<file path="config.mk">
export PLATFORM = sky130hd
export DESIGN_NAME = frame_pacer_rate_meter_core
export DESIGN_NICKNAME = d
export VERILOG_FILES = /design/src/hw/rtl/fprm_pkg.sv /design/src/hw/rtl/fprm_mdu.sv /design/src/hw/rtl/frame_pacer_rate_meter_core.sv
export SDC_FILE = /design/constraint.sdc
export NUM_CORES = 2
export LEC_CHECK = 0
export ABC_CLOCK_PERIOD_IN_PS = 18550
export BUFFER_PORTS_ARGS = -buffer_cell sky130_fd_sc_hd__clkbuf_2
export CAP_MARGIN = 20
export CELL_PAD_IN_SITES_DETAIL_PLACEMENT = 1
export CELL_PAD_IN_SITES_GLOBAL_PLACEMENT = 1
export CORE_UTILIZATION = 24
export DETAILED_ROUTE_END_ITERATION = 7
export PLACE_DENSITY = 0.44
export SYNTH_ARGS = -nofsm -noshare
export SYNTH_HDL_FRONTEND = slang
export SYNTH_SLANG_ARGS = --single-unit
</file>
<file path="constraint.sdc">
create_clock -name i_clk -period 18.55 [get_ports i_clk]
set_input_delay 3.71 -clock i_clk [delete_from_list [all_inputs] [get_ports i_clk]]
set_output_delay 3.71 -clock i_clk [all_outputs]
set_load 0.03 [all_outputs]
</file>
<file path="src/hw/rtl/fprm_pkg.sv">
// Package for the frame pacer and rate meter: event and mode codes, timing
// constants, and the request/status structs of the shared multiply/divide unit.
// No dependencies.
`default_nettype none
package fprm_pkg;

    // Event kinds carried in tuser
    localparam logic [1:0] KIND_VI = 2'd0;
    localparam logic [1:0] KIND_FRAME = 2'd1;
    localparam logic [1:0] KIND_HK = 2'd2;

    // Pacing modes
    localparam logic [1:0] MODE_OFF = 2'd0;
    localparam logic [1:0] MODE_DRAWN = 2'd2;

    // Register indexes
    localparam logic REG_PERIOD = 1'b0;
    localparam logic REG_MODE = 1'b1;

    localparam logic [19:0] PERIOD_RESET = 20'd16667;
    localparam logic [1:0] MODE_RESET = 2'd1;

    localparam logic [31:0] WINDOW_MIN_US = 32'd500000;
    localparam logic [31:0] STALE_US = 32'd1000000;
    localparam logic [31:0] WAIT_LIMIT_US = 32'd1000000;

    // 256000000 = 15625 << 14
    localparam logic [19:0] RATE_MUL = 20'd15625;
    localparam int RATE_SHIFT = 14;
    localparam logic [15:0] RATE_MAX = 16'hFFFF;

    // Shared unit sizing
    localparam int MDU_XW = 60;
    localparam int MDU_PW = 53;
    localparam logic [4:0] MUL_STEPS = 5'd20;
    localparam logic [4:0] DIV_STEPS = 5'd16;

    typedef struct packed {
        logic start;
        logic op_div;
    } t_mdu_req;

    typedef struct packed {
        logic done;
        logic sat;
    } t_mdu_stat;

endpackage
`default_nettype wire

</file>
<file path="src/hw/rtl/fprm_mdu.sv">
// Iterative multiply/divide unit: one shared 54-bit adder, shift-add multiply
// (20 steps) and restoring divide to a saturating 16-bit quotient (16 steps).
// Depends on fprm_pkg.
`default_nettype none
module fprm_mdu
    import fprm_pkg::*;
(
    input  wire logic              i_clk,
    input  wire logic              i_rst_n,
    input  wire t_mdu_req          i_req,
    input  wire logic [MDU_XW-1:0] i_x,
    input  wire logic [31:0]       i_y,
    output t_mdu_stat              o_stat,
    output logic [MDU_PW-1:0]      o_result
);

    logic              r_busy;
    logic              r_div;
    logic              r_done;
    logic              r_sat;
    logic [4:0]        r_step;
    logic [MDU_PW-1:0] r_acc;
    logic [MDU_PW-1:0] r_sh;
    logic [31:0]       r_b;

    logic [32:0]       div_t;
    logic [MDU_PW-1:0] add_a;
    logic [MDU_PW-1:0] add_b;
    logic              add_cin;
    logic [MDU_PW:0]   add_sum;
    logic              start_sat;

    // Divide step: shift in the next dividend bit, trial subtract via the adder
    assign div_t = {r_acc[31:0], r_sh[15]};

    always_comb begin
        if (r_div) begin
            add_a = {{(MDU_PW-33){1'b0}}, div_t};
            add_b = ~{{(MDU_PW-32){1'b0}}, r_b};
            add_cin = 1'b1;
        end else begin
            add_a = r_acc;
            add_b = r_sh;
            add_cin = 1'b0;
        end
        add_sum = {1'b0, add_a} + {1'b0, add_b} + {{MDU_PW{1'b0}}, add_cin};
    end

    // Quotient overflows 16 bits exactly when num / 2^16 >= den
    assign start_sat = (i_x[MDU_XW-1:16] >= {{(MDU_XW-48){1'b0}}, i_y});

    always_ff @(posedge i_clk) begin
        if (!i_rst_n) begin
            r_busy <= 1'b0;
            r_done <= 1'b0;
            r_div <= 1'b0;
            r_sat <= 1'b0;
            r_step <= '0;
        end else begin
            r_done <= 1'b0;
            if (i_req.start) begin
                r_div <= i_req.op_div;
                r_sat <= 1'b0;
                if (i_req.op_div) begin
                    r_acc <= {{(MDU_PW-32){1'b0}}, i_x[47:16]};
                    r_sh <= {{(MDU_PW-16){1'b0}}, i_x[15:0]};
                    r_b <= i_y;
                    r_step <= DIV_STEPS;
                    if (start_sat) begin
                        r_sat <= 1'b1;
                        r_done <= 1'b1;
                        r_busy <= 1'b0;
                    end else begin
                        r_busy <= 1'b1;
                    end
                end else begin
                    r_acc <= '0;
                    r_sh <= i_x[MDU_PW-1:0];
                    r_b <= {12'd0, i_y[19:0]};
                    r_step <= MUL_STEPS;
                    r_busy <= 1'b1;
                end
            end else if (r_busy) begin
                if (r_div) begin
                    if (add_sum[MDU_PW]) begin
                        r_acc <= {{(MDU_PW-32){1'b0}}, add_sum[31:0]};
                    end else begin
                        r_acc <= {{(MDU_PW-32){1'b0}}, div_t[31:0]};
                    end
                    r_sh <= {r_sh[MDU_PW-2:0], add_sum[MDU_PW]};
                end else begin
                    if (r_b[0]) begin
                        r_acc <= add_sum[MDU_PW-1:0];
                    end
                    r_sh <= {r_sh[MDU_PW-2:0], 1'b0};
                    r_b <= {1'b0, r_b[31:1]};
                end
                r_step <= r_step - 5'd1;
                if (r_step == 5'd1) begin
                    r_busy <= 1'b0;
                    r_done <= 1'b1;
                end
            end
        end
    end

    assign o_stat.done = r_done;
    assign o_stat.sat = r_sat;
    assign o_result = r_div ? {{(MDU_PW-16){1'b0}}, r_sh[15:0]} : r_acc;

endmodule
`default_nettype wire

</file>
<file path="src/hw/rtl/frame_pacer_rate_meter_core.sv">
// Top level of the frame pacer and rate meter: stream ports, APB registers,
// event sequencer and rate state. Depends on fprm_pkg and fprm_mdu.
//
// Usage:
//   Input stream: s_axis_tuser holds the event kind (0 video interrupt,
//   1 frame drawn, 2 housekeeping), s_axis_tdata the 32-bit microsecond time.
//   Output stream: one result per request, {frame_rate_q8, vi_rate_q8, wait_us}.
//   APB: register 0 (addr 0) is the 20-bit target period, register 1 (addr 4)
//   the 2-bit pacing mode; write only while the block is idle (not enforced).
// Timing:
//   One request at a time. s_axis_tready is high only in the idle state.
//   The time from one accepted request to the next is set by the shared unit:
//   a housekeeping tick or unused kind does not use it, an interrupt that
//   checks its pacing bound runs one multiply and a paced one a second, and
//   a closing window runs a multiply and a divide (the divide saturates
//   without stepping when the rate clips). The result becomes valid as the
//   block returns to idle.
// Reset:
//   Synchronous, active low; all rate state clears, registers take their
//   defaults (period 16667 us, mode 1), the output register empties.
// Stall:
//   The result waits in the output register; the block takes the next request
//   meanwhile and holds its own result until the register frees up.
`default_nettype none
module frame_pacer_rate_meter_core
    import fprm_pkg::*;
(
    input  wire logic        i_clk,
    input  wire logic        i_rst_n,
    // input stream
    input  wire logic        s_axis_tvalid,
    output logic             s_axis_tready,
    input  wire logic [31:0] s_axis_tdata,   // [31:0] now_us
    input  wire logic [1:0]  s_axis_tuser,   // [1:0] kind
    // output stream
    output logic             m_axis_tvalid,
    input  wire logic        m_axis_tready,
    output logic [55:0]      m_axis_tdata,   // [19:0] wait_us, [35:20] vi_rate_q8,
                                             // [51:36] frame_rate_q8, [55:52] zero
    // APB configuration
    input  wire logic        psel,
    input  wire logic        penable,
    input  wire logic        pwrite,
    input  wire logic [2:0]  paddr,
    input  wire logic [31:0] pwdata,
    output logic [31:0]      prdata,
    output logic             pready
);

    typedef enum logic [3:0] {
        S_IDLE,
        S_SETUP,
        S_BOUND,
        S_TGT,
        S_PACE,
        S_WINDOW,
        S_NUM,
        S_DIV,
        S_COMMIT,
        S_DONE
    } t_state;

    t_state r_state;

    // configuration
    logic [19:0] r_period;
    logic [1:0]  r_mode;

    // rate and pacing state
    logic [31:0] r_vi_count;
    logic [31:0] r_vi_start;
    logic [31:0] r_vi_last;
    logic [31:0] r_vi_wait_cnt;
    logic [15:0] r_vi_rate;
    logic [31:0] r_fr_count;
    logic [31:0] r_fr_start;
    logic [31:0] r_fr_last;
    logic [15:0] r_fr_rate;
    logic        r_drawn;

    // per-request working registers
    logic [1:0]  r_kind;
    logic [31:0] r_now;
    logic [31:0] r_cnt;
    logic [31:0] r_start;
    logic [31:0] r_eff;
    logic [31:0] r_elapsed;
    logic [19:0] r_wait;
    logic [15:0] r_rate;
    logic        r_rate_upd;

    // shared unit request
    logic              r_mdu_start;
    logic              r_mdu_div;
    logic [MDU_XW-1:0] r_mdu_x;
    logic [31:0]       r_mdu_y;
    t_mdu_req          mdu_req;
    t_mdu_stat         mdu_stat;
    logic [MDU_PW-1:0] mdu_result;

    // output register
    logic        r_out_valid;
    logic [55:0] r_out_data;

    logic        cfg_wr;
    logic        in_fire;
    logic [31:0] vi_dif;
    logic [31:0] fr_dif;
    logic [31:0] target;
    logic [31:0] pace_d;
    logic [31:0] elapsed;

    assign pready = 1'b1;
    assign cfg_wr = psel && penable && pwrite;
    assign in_fire = s_axis_tvalid && s_axis_tready;
    assign s_axis_tready = (r_state == S_IDLE);
    assign m_axis_tvalid = r_out_valid;
    assign m_axis_tdata = r_out_data;

    always_comb begin
        case (paddr[2])
            REG_PERIOD: prdata = {12'd0, r_period};
            REG_MODE:   prdata = {30'd0, r_mode};
            default:    prdata = '0;
        endcase
    end

    assign mdu_req.start = r_mdu_start;
    assign mdu_req.op_div = r_mdu_div;

    // Interval since the previous event of each channel, mod 2^32
    assign vi_dif = r_now - r_vi_last;
    assign fr_dif = r_now - r_fr_last;
    // Paced target: window start plus period times interrupt count (low 32 bits)
    assign target = r_start + mdu_result[31:0];
    assign pace_d = r_eff - r_now;
    assign elapsed = r_eff - r_start;

    fprm_mdu u_mdu (
        .i_clk    (i_clk),
        .i_rst_n  (i_rst_n),
        .i_req    (mdu_req),
        .i_x      (r_mdu_x),
        .i_y      (r_mdu_y),
        .o_stat   (mdu_stat),
        .o_result (mdu_result)
    );

    always_ff @(posedge i_clk) begin
        if (!i_rst_n) begin
            r_state <= S_IDLE;
            r_period <= PERIOD_RESET;
            r_mode <= MODE_RESET;
            r_vi_count <= '0;
            r_vi_start <= '0;
            r_vi_last <= '0;
            r_vi_wait_cnt <= '0;
            r_vi_rate <= '0;
            r_fr_count <= '0;
            r_fr_start <= '0;
            r_fr_last <= '0;
            r_fr_rate <= '0;
            r_drawn <= 1'b0;
            r_mdu_start <= 1'b0;
            r_mdu_div <= 1'b0;
            r_rate_upd <= 1'b0;
            r_out_valid <= 1'b0;
        end else begin
            if (cfg_wr) begin
                case (paddr[2])
                    REG_PERIOD: r_period <= pwdata[19:0];
                    REG_MODE:   r_mode <= pwdata[1:0];
                    default:    r_period <= r_period;
                endcase
            end

            // Load a finished result; drop it once the receiver takes it
            if (r_state == S_DONE && (!r_out_valid || m_axis_tready)) begin
                r_out_valid <= 1'b1;
            end else if (m_axis_tready) begin
                r_out_valid <= 1'b0;
            end

            case (r_state)
                S_IDLE: begin
                    if (in_fire) begin
                        r_kind <= s_axis_tuser;
                        r_now <= s_axis_tdata;
                        r_wait <= '0;
                        r_rate_upd <= 1'b0;
                        r_state <= S_SETUP;
                    end
                end

                S_SETUP: begin
                    r_eff <= r_now;
                    case (r_kind)
                        KIND_VI: begin
                            r_cnt <= r_vi_count + 32'd1;
                            r_start <= r_vi_start;
                            if (r_mode == MODE_OFF) begin
                                r_state <= S_WINDOW;
                            end else if (r_mode == MODE_DRAWN && !r_drawn) begin
                                // Count a waited interrupt, no pacing
                                r_vi_wait_cnt <= r_vi_wait_cnt + 32'd1;
                                r_state <= S_WINDOW;
                            end else begin
                                // Launch bound = period * (wait count + 1)
                                r_mdu_start <= 1'b1;
                                r_mdu_div <= 1'b0;
                                r_mdu_x <= {{(MDU_XW-33){1'b0}},
                                            {1'b0, r_vi_wait_cnt} + 33'd1};
                                r_mdu_y <= {12'd0, r_period};
                                r_drawn <= 1'b0;
                                r_vi_wait_cnt <= '0;
                                r_state <= S_BOUND;
                            end
                        end
                        KIND_FRAME: begin
                            r_cnt <= r_fr_count + 32'd1;
                            r_start <= r_fr_start;
                            r_drawn <= 1'b1;
                            r_state <= S_WINDOW;
                        end
                        KIND_HK: begin
                            // Clear rates whose channel went quiet
                            if (fr_dif > STALE_US) begin
                                r_fr_rate <= '0;
                            end
                            if (vi_dif > STALE_US) begin
                                r_vi_rate <= '0;
                            end
                            r_state <= S_DONE;
                        end
                        default: begin
                            r_state <= S_DONE;
                        end
                    endcase
                end

                S_BOUND: begin
                    if (mdu_stat.done) begin
                        if ({{(MDU_PW-32){1'b0}}, vi_dif} < mdu_result) begin
                            // Launch period * interrupt count for the target
                            r_mdu_start <= 1'b1;
                            r_mdu_div <= 1'b0;
                            r_mdu_x <= {{(MDU_XW-32){1'b0}}, r_cnt};
                            r_mdu_y <= {12'd0, r_period};
                            r_state <= S_TGT;
                        end else begin
                            r_mdu_start <= 1'b0;
                            r_state <= S_WINDOW;
                        end
                    end else begin
                        r_mdu_start <= 1'b0;
                    end
                end

                S_TGT: begin
                    r_mdu_start <= 1'b0;
                    if (mdu_stat.done) begin
                        r_eff <= target;
                        r_state <= S_PACE;
                    end
                end

                S_PACE: begin
                    // Report a wait only when the target is ahead and within reach
                    if (pace_d != 32'd0 && pace_d < WAIT_LIMIT_US) begin
                        r_wait <= pace_d[19:0];
                    end
                    r_state <= S_WINDOW;
                end

                S_WINDOW: begin
                    if (r_start > r_eff) begin
                        r_start <= r_now;
                        r_cnt <= '0;
                        r_state <= S_COMMIT;
                    end else if (elapsed >= WINDOW_MIN_US) begin
                        // Launch count * 15625, then shift by 14 for the numerator
                        r_mdu_start <= 1'b1;
                        r_mdu_div <= 1'b0;
                        r_mdu_x <= {{(MDU_XW-32){1'b0}}, r_cnt};
                        r_mdu_y <= {12'd0, RATE_MUL};
                        r_elapsed <= elapsed;
                        r_start <= r_now;
                        r_cnt <= '0;
                        r_state <= S_NUM;
                    end else begin
                        r_state <= S_COMMIT;
                    end
                end

                S_NUM: begin
                    if (mdu_stat.done) begin
                        r_mdu_start <= 1'b1;
                        r_mdu_div <= 1'b1;
                        r_mdu_x <= {mdu_result[MDU_XW-RATE_SHIFT-1:0],
                                    {RATE_SHIFT{1'b0}}};
                        r_mdu_y <= r_elapsed;
                        r_state <= S_DIV;
                    end else begin
                        r_mdu_start <= 1'b0;
                    end
                end

                S_DIV: begin
                    r_mdu_start <= 1'b0;
                    if (mdu_stat.done) begin
                        r_rate <= mdu_stat.sat ? RATE_MAX : mdu_result[15:0];
                        r_rate_upd <= 1'b1;
                        r_state <= S_COMMIT;
                    end
                end

                S_COMMIT: begin
                    if (r_kind == KIND_VI) begin
                        r_vi_count <= r_cnt;
                        r_vi_start <= r_start;
                        r_vi_last <= r_eff;
                        if (r_rate_upd) begin
                            r_vi_rate <= r_rate;
                        end
                    end else begin
                        r_fr_count <= r_cnt;
                        r_fr_start <= r_start;
                        r_fr_last <= r_eff;
                        if (r_rate_upd) begin
                            r_fr_rate <= r_rate;
                        end
                    end
                    r_state <= S_DONE;
                end

                S_DONE: begin
                    // Hold until the output register is free
                    if (!r_out_valid || m_axis_tready) begin
                        r_out_data <= {4'd0, r_fr_rate, r_vi_rate, r_wait};
                        r_state <= S_IDLE;
                    end
                end

                default: begin
                    r_state <= S_IDLE;
                end
            endcase
        end
    end

endmodule
`default_nettype wire

</file>
==> reports/qor.txt <==
run status - complete, but fails checks
failing checks - design-rule violations
fin. max-slew vios - 0
fin crit share - 45.0%
Seq/Total Area, Yosys - 44.7%
synth warn - 0
Synth area leader - edfxtp_1
Top FF cell, synth - edfxtp_1
PortBufs - 135
overall power - 6.86 mW
final core utilization - 27.9%
grt total ovfl - 0
Post-CTS Setup Repair Bufs - 0
Worst-Margin Slew - 1020 ps
initial DRC count - 2079
Site Rows - 159
grt met1 use - 26.0%
Worst Hold Margin - 400 ps
post-synthesis async set-or-reset flop share - 0%
Area Overhead vs Synth - 15.2%
Final nets - 5449
GR peak layer - met2
Die Area - 0.191 sq mm
Synth Instances - 5018
Arr. time, crit path - 4640 ps
min cycle time layout - 8350 ps
Unique masters post-synth - 92
Final Hold Viols - 0
WP data required - 14840 ps
Worst VDD drop - 0.0000697 V
Synth area leaders - edfxtp_1 32%, dfxtp_1 13%, nand2_1 7.8%
final WL - 178000 um
Post-synth top cells - 939 x nand2_1, 480 x edfxtp_1, 467 x a21oi_1, 356 x nor2_1, 296 x dfxtp_1
TritonRoute pass-1 iters - 7
Startpoint Class - input port
Mapped Avg Cell Area - 9.06 sq um
CP cell instances - clkbuf_2 > mux2_2 > clkbuf_2
global-route wire length before repair - 263000 um
Root Buffer - clkbuf_16
Critical Path Fanout Max - 23
Power Dens Cells - 131 mW/mm^2
Leakage - 19.5 nW
DRC violations left - 6
Die W - 437 um
top cell type's share of synthesized area - 31.7%
CTS tree - yes
Via Count - 37100
MaxCap Viol Count - 0
hold_buf cts - 0
I/O pins - 167
Worst setup EP type - primary output
worst setup margin - 10200 ps
Max-Slew Margin vs Limit - 31.9%
met2 GRT Util - 29.8%
Sink Count - 776
Synth Register Bits - 776
Hold Path Class - flip-flop to flip-flop
H-tree depth - 3
Initial Util - 24.2%
Global Route Usage Sum - 18.4%
RSZ-0062 raised after global routing - false
Post-Syn Area - 0.0455 sq mm
quantity of gates resized following cts - 0
slowest library cell on the worst path - mux2_2
GP Congestion - 0.822
vias per cell - 4.83
CTS max path bufs - 3
Setup Viol. Count Final - 0
largest net degree at the start of global routing - 97
Worst path most repeated cell - clkbuf_2
Post-synth EDFFs - 480
clock skew - 76.9 ps
Die H - 437 um
DP Worst Slack - 10210 ps
WL/cell - 23.3 um
clock latency on the worst-skew pair - 770 ps
initial antenna violation count - 20
number of global-route vias before repair - 38300
met3 usage - 1.95%
CTS Buf Count - 96
layout cell share with drive strength beyond 1 - 9.35%
hpwl dp - 131000 um
clock-pin slew on the worst setup and hold paths - 60 ps
most common cell in the netlist - nand2_1
Core Region - 0.188 sq mm
Setup CP Type - input port to primary output
Max stage delay on crit path - 380 ps
ANT nets after route - 0
fmax - 120 MHz
setup_tns - 0 ps
-- per-stage QoR --
stage / instance area [sq um] / cells
6_report: 52400 / 7674
5_1_grt: 52400 / 7671
4_1_cts: 52400 / 7669
3_5_place_dp: 49100 / 7488
3_3_place_gp: 49000 / 7486
2_1_floorplan: 45500 / 5033
-- registers in the layout, summed over array words and instances (netlist names), 20 cells and up --
register	flops
r_eff	32
r_fr_count	32
r_period	20
r_start	32
r_fr_start	32
r_now	32
u_mdu.r_acc	53
r_wait	20
r_vi_count	32
r_vi_start	32
r_mdu_x	60
u_mdu.r_sh	53
u_mdu.r_b	32
r_elapsed	32
r_cnt	32
r_vi_wait_cnt	32
r_vi_last	32
m_axis_tdata	52
r_fr_last	32
r_mdu_y	32
-- cell usage in the layout, fill, tap and decap left out, types with 25 or more instances in the layout --
cell       instances
nand2_1          938
and3_1            61
o21ai_1           36
clkbuf_16         98
inv_1            261
dfxtp_1          294
and2_1            28
nand3_1           88
clkbuf_2         135
o21ai_0          181
nor2b_1           73
a31oi_1           68
edfxtp_1         480
nand2b_1          37
buf_4             76
xnor2_1          130
or3_1             25
nand4_1           31
mux2_2            59
nor2_1           348
a211oi_1          42
mux2i_1          115
a22o_1            53
xor2_1            90
o21a_1            40
a21o_1           117
a21oi_1          466
ha_1             275
nor4_1            28
nor3_1            76
-- worst max-delay path: cells and delay by family --
kind,cells,cell delay (ps)
buffers and inverters,2,540
multiplexers,1,380
-- final cells by class --
| class | count | area [sq um] |
|---|---|---|
| clock inverters | 50 | 597 |
| inverters | 265 | 1000 |
| repair buffers | 212 | 1270 |
| flip-flops and latches | 776 | 20300 |
| multi-input cells | 3740 | 23300 |
| fillers | 21800 | 136000 |
| clock buffers | 131 | 2700 |
| well taps | 2495 | 3120 |
| diodes | 5 | 12.5 |
-- per-layer routing --
| metal | up-vias | share of wire, % |
|---|---|---|
| met4 | 0 | 2.2 |
| met3 | 173 | 2.6 |
| met2 | 409 | 46 |
| met5 | - | 0 |
| met1 | 18500 | 50 |
| li1 | 18000 | - |
-- kinds of logic after synthesis --
kind of cell	Yosys count	synth area share, %
AO/OA/AOI/OAI	1226	17.0
XOR/XNOR	220	4.24
adder cells (fa/ha/maj)	282	7.88
buffers and inverters	517	4.47
flip-flops	776	44.7
multiplexers	176	4.04
other	2	0.0165
AND/OR/NAND/NOR	1819	17.6
-- path summary, 6_finish.rpt --
kind	end	from	cells after the start	slack (ps)
hold reg to reg	m_axis_tdata[2]	r_wait[2]	0	400
setup / recovery	prdata[1]	paddr[2]	3	10200
hold / removal	m_axis_tdata[2]	r_wait[2]	0	400
setup reg to reg	r_mdu_y[1]	r_now[14]	21	11570
-- where the power goes --
part	switching, mW	internal, mW	total [mW]	leakage (nW)
combinational	1.60	0.880	2.48	11.2
clock	0.854	1.13	1.98	1.58
sequential	0.242	2.16	2.41	6.76
Power figures use the tool's default switching activity.
